### config.mk
export PLATFORM = sky130hd
export DESIGN_NAME = scalar_kalman_estimator_top
export DESIGN_NICKNAME = d
export VERILOG_FILES = /design/src/rtl/ske_pkg.sv /design/src/rtl/ske_sequencer.sv /design/src/rtl/ske_datapath.sv /design/src/rtl/scalar_kalman_estimator_top.sv
export SDC_FILE = /design/constraint.sdc
export NUM_CORES = 2
export LEC_CHECK = 0
export BUFFER_PORTS_ARGS = -buffer_cell sky130_fd_sc_hd__clkbuf_2
export CORE_MARGIN = 4
export CORE_UTILIZATION = 25
export DETAILED_ROUTE_END_ITERATION = 16
export GPL_TIMING_DRIVEN = 0
export SLEW_MARGIN = 20
export SYNTH_ARGS = -nofsm -noshare
export SYNTH_HDL_FRONTEND = slang
export SYNTH_SLANG_ARGS = --single-unit
### constraint.sdc
create_clock -name clk -period 11.5 [get_ports clk]
set_clock_uncertainty 0.15 [all_clocks]
set_input_delay 2.3 -clock clk [delete_from_list [all_inputs] [get_ports clk]]
set_output_delay 2.3 -clock clk [all_outputs]
set_load 0.02 [all_outputs]
### src/rtl/ske_pkg.sv
// Shared types, constants and the microcode program of the scalar Kalman estimator.
// Used by ske_sequencer, ske_datapath and scalar_kalman_estimator_top.
`default_nettype none

package ske_pkg;

    localparam int unsigned VAL_W   = 32;
    localparam int unsigned GAIN_W  = 17;
    localparam int unsigned KIND_W  = 2;
    localparam int unsigned SUM_W   = VAL_W + 1;
    localparam int unsigned REM_W   = VAL_W + 2;
    localparam int unsigned PROD_W  = GAIN_W + VAL_W;
    localparam int unsigned STEP_W  = 4;
    localparam int unsigned CNT_W   = 5;
    localparam int unsigned CFG_IDX_W = 1;

    localparam logic [GAIN_W-1:0] ONE_Q16 = 17'h10000;
    localparam logic [VAL_W-1:0]  LOSS_BOUND   = 32'd100 * 32'd65536;
    localparam logic [VAL_W-1:0]  JITTER_BOUND = 32'd10000 * 32'd65536;
    localparam logic [VAL_W-1:0]  RTT_BOUND    = 32'd2 * 32'd65536;
    localparam logic [CNT_W-1:0]  DIV_STEPS    = 5'd16;

    localparam logic [KIND_W-1:0] KIND_LOSS   = 2'd0;
    localparam logic [KIND_W-1:0] KIND_JITTER = 2'd1;
    localparam logic [KIND_W-1:0] KIND_RTT    = 2'd2;

    localparam logic [CFG_IDX_W-1:0] REG_PROCESS_NOISE     = 1'd0;
    localparam logic [CFG_IDX_W-1:0] REG_MEASUREMENT_NOISE = 1'd1;

    // program addresses
    localparam logic [STEP_W-1:0] ST_IDLE    = 4'd0;
    localparam logic [STEP_W-1:0] ST_PREDICT = 4'd1;
    localparam logic [STEP_W-1:0] ST_SETUP   = 4'd2;
    localparam logic [STEP_W-1:0] ST_ZCHK    = 4'd3;
    localparam logic [STEP_W-1:0] ST_DIVF    = 4'd4;
    localparam logic [STEP_W-1:0] ST_DIVS    = 4'd5;
    localparam logic [STEP_W-1:0] ST_MULX    = 4'd6;
    localparam logic [STEP_W-1:0] ST_UPDX    = 4'd7;
    localparam logic [STEP_W-1:0] ST_MULP    = 4'd8;
    localparam logic [STEP_W-1:0] ST_UPDP    = 4'd9;
    localparam logic [STEP_W-1:0] ST_COMMIT  = 4'd10;
    localparam logic [STEP_W-1:0] ST_REJECT  = 4'd11;

    typedef enum logic [3:0] {
        OP_NOP,
        OP_CAPTURE,
        OP_PREDICT,
        OP_SETUP,
        OP_DIV_FIRST,
        OP_DIV_STEP,
        OP_MUL_X,
        OP_UPD_X,
        OP_MUL_P,
        OP_UPD_P,
        OP_COMMIT,
        OP_REJECT
    } op_t;

    typedef enum logic [1:0] {
        HOLD_NONE,
        HOLD_IN,
        HOLD_OUT
    } hold_t;

    typedef enum logic [2:0] {
        COND_NEVER,
        COND_ALWAYS,
        COND_REJECT,
        COND_SUM_ZERO,
        COND_LOOP
    } cond_t;

    typedef struct packed {
        op_t               op;
        hold_t             hold;
        cond_t             cond;
        logic [STEP_W-1:0] target;
    } ucode_t;

    typedef struct packed {
        op_t  op;
        logic fire;
        logic in_ready;
    } ctrl_t;

    typedef struct packed {
        logic reject;
        logic sum_zero;
        logic loop_more;
        logic out_busy;
    } status_t;

    function automatic ucode_t ucode_rom(input logic [STEP_W-1:0] addr);
        ucode_t w;
        w = '{OP_NOP, HOLD_NONE, COND_NEVER, ST_IDLE};
        case (addr)
            ST_IDLE:    w = '{OP_CAPTURE,   HOLD_IN,   COND_NEVER,    ST_IDLE};
            ST_PREDICT: w = '{OP_PREDICT,   HOLD_NONE, COND_REJECT,   ST_REJECT};
            ST_SETUP:   w = '{OP_SETUP,     HOLD_NONE, COND_NEVER,    ST_IDLE};
            ST_ZCHK:    w = '{OP_NOP,       HOLD_NONE, COND_SUM_ZERO, ST_MULX};
            ST_DIVF:    w = '{OP_DIV_FIRST, HOLD_NONE, COND_NEVER,    ST_IDLE};
            ST_DIVS:    w = '{OP_DIV_STEP,  HOLD_NONE, COND_LOOP,     ST_DIVS};
            ST_MULX:    w = '{OP_MUL_X,     HOLD_NONE, COND_NEVER,    ST_IDLE};
            ST_UPDX:    w = '{OP_UPD_X,     HOLD_NONE, COND_NEVER,    ST_IDLE};
            ST_MULP:    w = '{OP_MUL_P,     HOLD_NONE, COND_NEVER,    ST_IDLE};
            ST_UPDP:    w = '{OP_UPD_P,     HOLD_NONE, COND_NEVER,    ST_IDLE};
            ST_COMMIT:  w = '{OP_COMMIT,    HOLD_OUT,  COND_ALWAYS,   ST_IDLE};
            ST_REJECT:  w = '{OP_REJECT,    HOLD_OUT,  COND_ALWAYS,   ST_IDLE};
            default:    w = '{OP_NOP,       HOLD_NONE, COND_ALWAYS,   ST_IDLE};
        endcase
        return w;
    endfunction

endpackage

`default_nettype wire

### src/rtl/ske_sequencer.sv
// Microcode sequencer: step counter, control ROM lookup, hold and conditional jumps.
// Depends on ske_pkg.
`default_nettype none

module ske_sequencer (
    input  wire logic            clk,
    input  wire logic            rst_n,
    input  wire logic            in_valid,
    input  wire ske_pkg::status_t status,
    output ske_pkg::ctrl_t       ctrl
);
    import ske_pkg::*;

    logic [STEP_W-1:0] step_reg;
    logic [STEP_W-1:0] step_next;
    ucode_t            word;
    logic              stall;
    logic              take;

    always_comb
    begin
        word = ucode_rom(step_reg);
        case (word.hold)
            HOLD_IN:  stall = !in_valid;
            HOLD_OUT: stall = status.out_busy;
            default:  stall = 1'b0;
        endcase
        case (word.cond)
            COND_ALWAYS:   take = 1'b1;
            COND_REJECT:   take = status.reject;
            COND_SUM_ZERO: take = status.sum_zero;
            COND_LOOP:     take = status.loop_more;
            default:       take = 1'b0;
        endcase
        if (stall)
        begin
            step_next = step_reg;
        end
        else if (take)
        begin
            step_next = word.target;
        end
        else
        begin
            step_next = step_reg + 4'd1;
        end
        ctrl.op       = word.op;
        ctrl.fire     = !stall;
        ctrl.in_ready = (word.hold == HOLD_IN);
    end

    always_ff @(posedge clk or negedge rst_n)
    begin
        if (!rst_n)
        begin
            step_reg <= ST_IDLE;
        end
        else
        begin
            step_reg <= step_next;
        end
    end

endmodule

`default_nettype wire

### src/rtl/ske_datapath.sv
// Datapath: config and state registers, serial gain divider, shared 17x32 multiplier,
// result register. Executes one micro-op per cycle unless the sequencer stalls. Depends on ske_pkg.
`default_nettype none

module ske_datapath (
    input  wire logic                           clk,
    input  wire logic                           rst_n,
    input  wire ske_pkg::ctrl_t                 ctrl,
    output ske_pkg::status_t                    status,
    input  wire logic                           cfg_wr_en,
    input  wire logic [ske_pkg::CFG_IDX_W-1:0]  cfg_index,
    input  wire logic [ske_pkg::VAL_W-1:0]      cfg_data,
    input  wire logic [ske_pkg::VAL_W-1:0]      sample,
    input  wire logic [ske_pkg::KIND_W-1:0]     quantity_kind,
    input  wire logic                           out_ready,
    output logic                                out_valid,
    output logic                                accepted,
    output logic [ske_pkg::VAL_W-1:0]           estimate,
    output logic [ske_pkg::GAIN_W-1:0]          gain,
    output logic [ske_pkg::VAL_W-1:0]           covariance
);
    import ske_pkg::*;

    logic [VAL_W-1:0]  q_reg, r_reg;
    logic [VAL_W-1:0]  x_reg, p_reg;
    logic [VAL_W-1:0]  z_reg;
    logic [KIND_W-1:0] kind_reg;
    logic [VAL_W-1:0]  pp_reg;
    logic [SUM_W-1:0]  sum_reg;
    logic [REM_W-1:0]  rem_reg;
    logic [GAIN_W-1:0] quot_reg;
    logic [CNT_W-1:0]  cnt_reg;
    logic              dir_reg;
    logic [VAL_W-1:0]  diff_reg;
    logic [PROD_W-1:0] prod_reg;
    logic [VAL_W-1:0]  xn_reg, pn_reg;
    logic              out_valid_reg;
    logic              acc_reg;
    logic [VAL_W-1:0]  est_reg, cov_reg;
    logic [GAIN_W-1:0] gain_reg;

    logic              ok;
    logic [SUM_W-1:0]  pp_wide;
    logic [VAL_W-1:0]  pp_sat;
    logic [REM_W-1:0]  rem_shift;
    logic              qbit;
    logic [GAIN_W-1:0] mul_a;
    logic [VAL_W-1:0]  mul_b;
    logic [VAL_W-1:0]  corr;
    logic              fire;

    assign fire = ctrl.fire;

    always_comb
    begin
        case (kind_reg)
            KIND_LOSS:   ok = (z_reg <= LOSS_BOUND);
            KIND_JITTER: ok = (z_reg <= JITTER_BOUND);
            KIND_RTT:    ok = (z_reg <= RTT_BOUND);
            default:     ok = 1'b0;
        endcase
        pp_wide = {1'b0, p_reg} + {1'b0, q_reg};
        pp_sat  = pp_wide[VAL_W] ? {VAL_W{1'b1}} : pp_wide[VAL_W-1:0];
        rem_shift = (ctrl.op == OP_DIV_FIRST) ? rem_reg : {rem_reg[REM_W-2:0], 1'b0};
        qbit      = (rem_shift >= {1'b0, sum_reg});
        if (ctrl.op == OP_MUL_X)
        begin
            mul_a = quot_reg;
            mul_b = diff_reg;
        end
        else
        begin
            mul_a = ONE_Q16 - quot_reg;
            mul_b = pp_reg;
        end
        corr = prod_reg[VAL_W+15:16];
    end

    assign status.reject    = !ok;
    assign status.sum_zero  = (sum_reg == '0);
    assign status.loop_more = (cnt_reg != 5'd1);
    assign status.out_busy  = out_valid_reg && !out_ready;

    // configuration and kept state
    always_ff @(posedge clk or negedge rst_n)
    begin
        if (!rst_n)
        begin
            q_reg <= '0;
            r_reg <= '0;
            x_reg <= '0;
            p_reg <= '0;
        end
        else
        begin
            if (cfg_wr_en && cfg_index == REG_PROCESS_NOISE)
            begin
                q_reg <= cfg_data;
            end
            if (cfg_wr_en && cfg_index == REG_MEASUREMENT_NOISE)
            begin
                r_reg <= cfg_data;
            end
            if (fire && ctrl.op == OP_COMMIT)
            begin
                x_reg <= xn_reg;
                p_reg <= pn_reg;
            end
        end
    end

    // working registers
    always_ff @(posedge clk)
    begin
        if (fire)
        begin
            case (ctrl.op)
                OP_CAPTURE:
                begin
                    z_reg    <= sample;
                    kind_reg <= quantity_kind;
                end
                OP_PREDICT:
                begin
                    pp_reg <= pp_sat;
                end
                OP_SETUP:
                begin
                    sum_reg  <= {1'b0, pp_reg} + {1'b0, r_reg};
                    rem_reg  <= {2'b00, pp_reg};
                    quot_reg <= '0;
                    cnt_reg  <= DIV_STEPS;
                    dir_reg  <= (z_reg >= x_reg);
                    diff_reg <= (z_reg >= x_reg) ? (z_reg - x_reg) : (x_reg - z_reg);
                end
                OP_DIV_FIRST, OP_DIV_STEP:
                begin
                    rem_reg  <= qbit ? (rem_shift - {1'b0, sum_reg}) : rem_shift;
                    quot_reg <= {quot_reg[GAIN_W-2:0], qbit};
                    if (ctrl.op == OP_DIV_STEP)
                    begin
                        cnt_reg <= cnt_reg - 5'd1;
                    end
                end
                OP_MUL_X, OP_MUL_P:
                begin
                    prod_reg <= PROD_W'(mul_a) * PROD_W'(mul_b);
                end
                OP_UPD_X:
                begin
                    xn_reg <= dir_reg ? (x_reg + corr) : (x_reg - corr);
                end
                OP_UPD_P:
                begin
                    pn_reg <= corr;
                end
                default:
                begin
                end
            endcase
        end
    end

    // result register
    always_ff @(posedge clk or negedge rst_n)
    begin
        if (!rst_n)
        begin
            out_valid_reg <= 1'b0;
        end
        else if (fire && (ctrl.op == OP_COMMIT || ctrl.op == OP_REJECT))
        begin
            out_valid_reg <= 1'b1;
        end
        else if (out_ready)
        begin
            out_valid_reg <= 1'b0;
        end
    end

    always_ff @(posedge clk)
    begin
        if (fire && ctrl.op == OP_COMMIT)
        begin
            acc_reg  <= 1'b1;
            est_reg  <= xn_reg;
            gain_reg <= quot_reg;
            cov_reg  <= pn_reg;
        end
        else if (fire && ctrl.op == OP_REJECT)
        begin
            acc_reg  <= 1'b0;
            est_reg  <= x_reg;
            gain_reg <= '0;
            cov_reg  <= p_reg;
        end
    end

    assign out_valid  = out_valid_reg;
    assign accepted   = acc_reg;
    assign estimate   = est_reg;
    assign gain       = gain_reg;
    assign covariance = cov_reg;

endmodule

`default_nettype wire

### src/rtl/scalar_kalman_estimator_top.sv
// Top level of the scalar Kalman estimator: sequencer plus datapath.
// Depends on ske_pkg, ske_sequencer and ske_datapath.
//
// One request at a time. A request that fails the range check goes from the predict step
// straight to the reject step; when P+Q+R is zero the divider is skipped and the gain is
// zero; otherwise the gain is formed by the 17-step restoring divider, one quotient bit
// per cycle, run by the microcode loop. in_ready is high only while the sequencer sits at
// its first step, so the next request can be taken in the cycle after the result is
// written. A finished result waits in the output register while the next request is
// computed; the sequencer stalls at its last step while an earlier result is still
// unaccepted. Configuration writes take effect at once.
`default_nettype none

module scalar_kalman_estimator_top (
    input  wire logic                           clk,
    input  wire logic                           rst_n,
    input  wire logic                           cfg_wr_en,
    input  wire logic [ske_pkg::CFG_IDX_W-1:0]  cfg_index,
    input  wire logic [ske_pkg::VAL_W-1:0]      cfg_data,
    input  wire logic                           in_valid,
    output logic                                in_ready,
    input  wire logic [ske_pkg::VAL_W-1:0]      sample,
    input  wire logic [ske_pkg::KIND_W-1:0]     quantity_kind,
    output logic                                out_valid,
    input  wire logic                           out_ready,
    output logic                                accepted,
    output logic [ske_pkg::VAL_W-1:0]           estimate,
    output logic [ske_pkg::GAIN_W-1:0]          gain,
    output logic [ske_pkg::VAL_W-1:0]           covariance
);
    import ske_pkg::*;

    ctrl_t   ctrl;
    status_t status;

    ske_sequencer u_seq (
        .clk      (clk),
        .rst_n    (rst_n),
        .in_valid (in_valid),
        .status   (status),
        .ctrl     (ctrl)
    );

    ske_datapath u_dp (
        .clk           (clk),
        .rst_n         (rst_n),
        .ctrl          (ctrl),
        .status        (status),
        .cfg_wr_en     (cfg_wr_en),
        .cfg_index     (cfg_index),
        .cfg_data      (cfg_data),
        .sample        (sample),
        .quantity_kind (quantity_kind),
        .out_ready     (out_ready),
        .out_valid     (out_valid),
        .accepted      (accepted),
        .estimate      (estimate),
        .gain          (gain),
        .covariance    (covariance)
    );

    assign in_ready = ctrl.in_ready;

`ifndef SYNTH
    // a request leaves the idle step at once
    a_accept_leaves_idle: assert property (@(posedge clk) disable iff (!rst_n)
        (in_valid && in_ready) |=> !in_ready)
        else $error("sequencer stayed idle after accepting a request");

    // gain is at most 1.0, and zero for a rejected request
    a_gain_range: assert property (@(posedge clk) disable iff (!rst_n)
        out_valid |-> (gain <= ONE_Q16) && (accepted || gain == '0))
        else $error("gain out of range");

    // a new result is written only as the program returns to idle
    a_result_at_idle: assert property (@(posedge clk) disable iff (!rst_n)
        $rose(out_valid) |-> in_ready)
        else $error("result produced away from program end");
`endif

endmodule

`default_nettype wire
# Word-level counts from Yosys, hierarchy flattened
# Memory sizes are Yosys's and may differ from the RTL's.
# Index checks and enable logic that the tools add are counted.
# totals
ram_bits	0
output_inout_bits	84
memories	1
word_cells	110
inputBits	72
latch_bits	0
ff_bits	515
romBits	208
# memory_table
name	words	word_bits	rd	rd_ports_with_merged_regs	write_ports	line_no	rtl
(name not given)	16	13	1	0	0	ske_pkg.sv:96	case (addr)
# op_classes
div_mod_pow	0
n_reduce_logical	26
n_shift	0
add_sub_neg	10
mux	22
bitwise	2
n_lt_le_gt_ge	5
eq_ne	21
n_mul	1
# ops
op	count
2-to-1 mux 32 bit	7
subtractor 32 bit	3
2-to-1 mux 34 bit	2
one-hot mux 34 bit (2 select lines)	1
adder 32 x 32 -> 33 bit	2
2-to-1 mux 17 bit	3
multiplier 17 x 32 -> 48 bit	1
>= comparator 34 x 33 -> 1 bit	1
one-hot mux 17 bit (2 select lines)	1
subtractor 34 x 33 -> 34 bit	1
zero test 33 bit	1
adder 32 bit	1
>= comparator 32 bit	1
less-or-equal comparator 32 x 18 -> 1 bit (second input constant)	1
less-or-equal comparator 32 x 23 -> 1 bit (second input constant)	1
less-or-equal comparator 32 x 30 -> 1 bit (second input constant)	1
subtractor 17 bit (first input constant)	1
== test 4 x 3 -> 1 bit (second input constant)	4
== test 4 bit (second input constant)	4
AND reduction 2 bit	7
one-hot mux 5 bit (2 select lines)	1
== test 4 x 2 -> 1 bit (second input constant)	2
== test 3 x 2 -> 1 bit (second input constant)	2
logical AND 1 bit	6
other kinds (22)	32

# Depth between registers and ports, before layout
# depth
ltp_word	7
ltp_mapped	33
ltp_nobuf	31

# Hierarchy
# A second synthesis with hierarchy kept.
# unflattened
hier_cells	4616
area_unflattened_um2	45517.4
# by_module_without_submodules
module	seq_area_each_um2	instances	cells_per_inst	area_each_um2
ske_datapath	14208.6	1	4559	45006.9
ske_sequencer	100.1	1	57	510.5

# Worst setup path after synthesis
# No wires, ideal clock.
# synth_timing
path_kind	in2reg
from	in in_valid
to	reg u_dp.cnt_reg[0] (enable)
path_buffers	0
setup_time_ps	316
slack_ps	2304
t_arrival_ps	8730
required_time_ps	11034
cell_stages	6
cell_sequence	inv_1 -> nand3_1 -> a21oi_1 -> nor3_1 -> a21o_1 -> and2_1
# synth_via
elab_chain_cells	4
# synth_rtl
element	line_no	rtl
start, declared	scalar_kalman_estimator_top.sv:20	input wire logic in_valid,
zero test 1 bit	ske_sequencer.sv:24	HOLD_IN: stall = !in_valid;
one-hot mux 1 bit (2 select lines)	ske_sequencer.sv:23	case (word.hold)
inverter 1 bit (no line)	n/a	
AND reduction 3 bit (no line)	n/a	
end signal, assigned	ske_datapath.sv:142	cnt_reg <= cnt_reg - 5'd1;
end, declared	ske_datapath.sv:32	logic [CNT_W-1:0] cnt_reg;
# No other way between the ends.
# A chain may end at the register's enable or synchronous reset.

# Worst setup path after layout
# layout_timing
from	reg u_seq.step_reg[2]
to	reg u_dp.prod_reg[40] (data pin)
# layout_via
elab_chain_cells	4
word_cells_on_any_way	5
cone_classes	mul (1); eq/ne (1); mux (2); memory (1)
# layout_rtl
element	line_no	rtl
start, declared	ske_sequencer.sv:14	logic [STEP_W-1:0] step_reg;
start signal, assigned	ske_sequencer.sv:60	step_reg <= step_next;
memory read (16 x 13 bit) *	n/a	
== test 4 x 3 -> 1 bit *	ske_datapath.sv:66	if (ctrl.op == OP_MUL_X)
2-to-1 mux 17 bit / 2-to-1 mux 32 bit (equally long branches)	ske_datapath.sv:66	
multiplier 17 x 32 -> 48 bit *	ske_datapath.sv:147	prod_reg <= PROD_W'(mul_a) * PROD_W'(mul_b);
end signal, assigned	ske_datapath.sv:147	
end, declared	ske_datapath.sv:35	logic [PROD_W-1:0] prod_reg;
# Mark *: on every way between the ends. The rest lies on a longest branch, timed or not.

==> flow_summary_export.csv <==
group,metric,value,unit
yosys,syn_area,0.0457,mm^2
yosys,ys_warn_count,0,
cells_and_area,drive_gt1_share,10.4,%
critical_path,cp_num_buf_inv,8,
cts,cts_buffers,58,
timing,fin_crit_sh,92.2,%
yosys,ys.flop_type,"edfxtp_1",
global_route,grtUsageMet2,25.3,%
global_route,busiest_layer,"met2",
critical_path,max_stage_delay,0.88,ns
die,rows,156,
cts,cts_tree,"done",
yosys,ys_seq_area_share,31.3,%
yosys,synth_seq_cells,499,
critical_path,crit_fanout,10,
cts,clkLatencyLatePin,0.68,ns
yosys,yosysTopAreaCell,"edfxtp_1",
critical_path,cp.arrival,10.85,ns
timing,slew_viol_final,0,
yosys,postSynth.asyncResetShare,26.7,%
critical_path,crit_path_frequent_cell,"fa_1",
die,die_h,436,um
cts,cts-root-buf,"clkbuf_16",
die,design.die.area,0.190,mm^2
placed_design,hpwl,127000,um
yosys,synth_nets,5569,
cells_and_area,area_growth,13.3,%
global_route,grt_util_met3,2.98,%
critical_path,path_delay_family,"adder cells",
timing,period_needed,10.61,ns
die,core,0.181,mm^2
die,io_pins,156,
drt,drc,0,
cts,ctsResizeCount,0,
timing,maxSlewHeadroom,23.1,%
global_route,overflow,0,
timing,worst_pin_slew,1.12,ns
die,initial_core_util,25.2,%
global_route,antenna_found_initial,9,
timing,setup_violations,0,
critical_path,start_kind,"flip-flop",
cells_and_area,fill_cells,18949,
placed_design,portBuffers,155,
yosys,synth.area.top_cells,"edfxtp_1 (24%), fa_1 (20%), ha_1 (8.7%), dfrtp_1 (7.3%), nand2_1 (6.1%)",
critical_path,crit_slowest_cell,"mux2i_1",
timing,setup_tns,0,ns
critical_path,critPathKind,"flip-flop to flip-flop",
worst_hold_path,holdCritPathClass,"flip-flop to flip-flop",
cells_and_area,nets,5805,
placed_design,finalWeightedCongestion,0.986,
cts,hold_buffers,0,
cts,cts_setup_buffers,0,
drt,routedWlPerCell,20.8,um
placed_design,placed_cell_area,0.0499,mm^2
timing,rsz0062_at_grt,"no",
yosys,synth_area_per_cell,9.68,um^2
timing,max_freq,94.3,MHz
drt,vias_per_cell,4.78,
critical_path,worstPathRequired,11.74,ns
cells_and_area,finish.utilization,28.6,%
drt,dr.pass1.iters,5,
cells_and_area,multiInputGateArea,0.0283,mm^2
drt,ant_nets,0,
drt,finalWirelength,154000,um
critical_path,endpoint_kind,"flip-flop",
timing,finalHoldViolations,0,
yosys,synth_top_area_share,24.0,%
drt,via_count,35267,
cells_and_area,design_area,0.0518,mm^2
global_route,grt_use_total,15.9,%
cts,htreeDepth,2,
cells_and_area,largest_register_ffs,34,
global_route,grt_pass1_wl,231000,um
drt,drtIter0Drc,2715,
cts,clk_pin_slew,0.06,ns
global_route,grt_pass1_vias,36149,
global_route,grt_max_degree,74,
flow_run,cap_viol_max_count,0,
global_route,grt_use_met1,20.8,%
cts,clock_path_buffers,3,
cts,clock-sinks,499,
yosys,synthCells,4726,
outcome,status,"finished, final reports clean",
yosys,ys_types,100,
timing,hold_ws,0.296,ns
die,die_w,436,um
yosys,synth_edf_count,365,
cells_and_area,seq_area,0.0143,mm^2
Yosys cell counts, types with 23 or more instances:
cell and n:
ha_1 319, nor2b_1 28, fa_1 452, o21bai_1 38, a21oi_1 224, inv_1 667
nor2_1 367, and3_1 41, a21o_1 106, nand2b_1 29, xnor2_1 129, buf_2 48
mux2i_1 63, dfrtp_1 133, a31oi_1 30, and2_1 34, o21a_1 35, a211oi_1 23
nand4_1 34, edfxtp_1 365, nand2_1 743, clkbuf_1 98, o21ai_1 32, xor2_1 95
nor3_1 49, nand3_1 48, mux2_2 100, o21ai_0 138
metrics by stage:
stage / instances / setup slack, ns
global route: 7383 / 0.348
floorplan: 4726 / 2.30
detailed placement: 7272 / 1.07
CTS: 7382 / 0.965
global placement: 7251 / -0.783
finish: 7385 / 0.893
final timing paths:
check / startpoint / to / slack, ns / cells after the start
worst max-delay path: u_seq.step_reg[2]$_DFFE_PN0N_ / u_dp.prod_reg[40]$_DFFE_PP_ / 0.89 / 30
min in group asynchronous: rst_n / u_dp.q_reg[26]$_DFFE_PN0P_ / 1.46 / 1
max in group asynchronous: rst_n / u_dp.x_reg[0]$_DFFE_PN0P_ / 8.88 / 2
worst min register to register: u_dp.accepted$_SDFFE_PP1P_ / u_dp.accepted$_SDFFE_PP1P_ / 0.30 / 2
worst min-delay path: u_dp.accepted$_SDFFE_PP1P_ / u_dp.accepted$_SDFFE_PP1P_ / 0.30 / 2
worst max register to register: u_seq.step_reg[2]$_DFFE_PN0N_ / u_dp.prod_reg[40]$_DFFE_PP_ / 0.89 / 30
final cells by class:
cell class              count  share of cell area (%)
multi-input cells        3395                    54.6
flip-flops and latches    499                    27.6
well taps                2370                    5.72
inverters                 667                    4.83
clock buffers              74                    3.03
repair buffers            176                    2.10
plain buffers             165                    1.42
clock inverters            36                   0.652
diodes                      3                  0.0145
per-layer routing:
layer	up-vias	share of wire [%]
li1	16150	-
met1	17588	42
met2	1222	45
met3	307	6.9
met4	0	6.1
met5	-	0
layout by cell type, fill, tap and decap left out, types with 13 or more instances in the layout:
| cell type | Yosys | routed |
|---|---|---|
| nand2_1 | 743 | 743 |
| inv_1 | 667 | 667 |
| fa_1 | 452 | 452 |
| nor2_1 | 367 | 365 |
| edfxtp_1 | 365 | 365 |
| ha_1 | 319 | 319 |
| a21oi_1 | 224 | 223 |
| clkbuf_2 | 2 | 156 |
| o21ai_0 | 138 | 138 |
| dfrtp_1 | 133 | 133 |
| xnor2_1 | 129 | 124 |
| clkbuf_1 | 98 | 108 |
| a21o_1 | 106 | 105 |
| mux2_2 | 100 | 100 |
| xor2_1 | 95 | 94 |
| mux2i_1 | 63 | 60 |
| clkbuf_16 | 0 | 59 |
| buf_2 | 48 | 48 |
| nand3_1 | 48 | 48 |
| nor3_1 | 49 | 47 |
| and3_1 | 41 | 39 |
| o21bai_1 | 38 | 38 |
| o21a_1 | 35 | 35 |
| and2_1 | 34 | 34 |
| nand4_1 | 34 | 34 |
| o21ai_1 | 32 | 32 |
| nand2b_1 | 29 | 29 |
| a31oi_1 | 30 | 28 |
| nor2b_1 | 28 | 28 |
| a211oi_1 | 23 | 23 |
| nor4_1 | 19 | 19 |
| o211ai_1 | 17 | 17 |
| or3_1 | 15 | 15 |
| buf_4 | 3 | 14 |
| clkinv_2 | 0 | 13 |
tightest hold or removal path: stages, from the launching register on:
cell and delay (ns):
dfxtp_1 0.31, nand2_1 0.05, nand2_1 0.04
logic make-up after synthesis:
kind of cell | after synthesis | share of synthesized area (%)
compound gates | 768 | 11.0
flops | 499 | 31.3
mux | 165 | 3.91
buf+inv | 832 | 7.08
xor+xnor | 224 | 4.29
fa+ha+maj | 771 | 28.5
simple gates | 1467 | 13.9
Power is left out: the tool's default activity adds up to more than one toggle a clock period on the data nets, which glitch-free logic cannot reach.
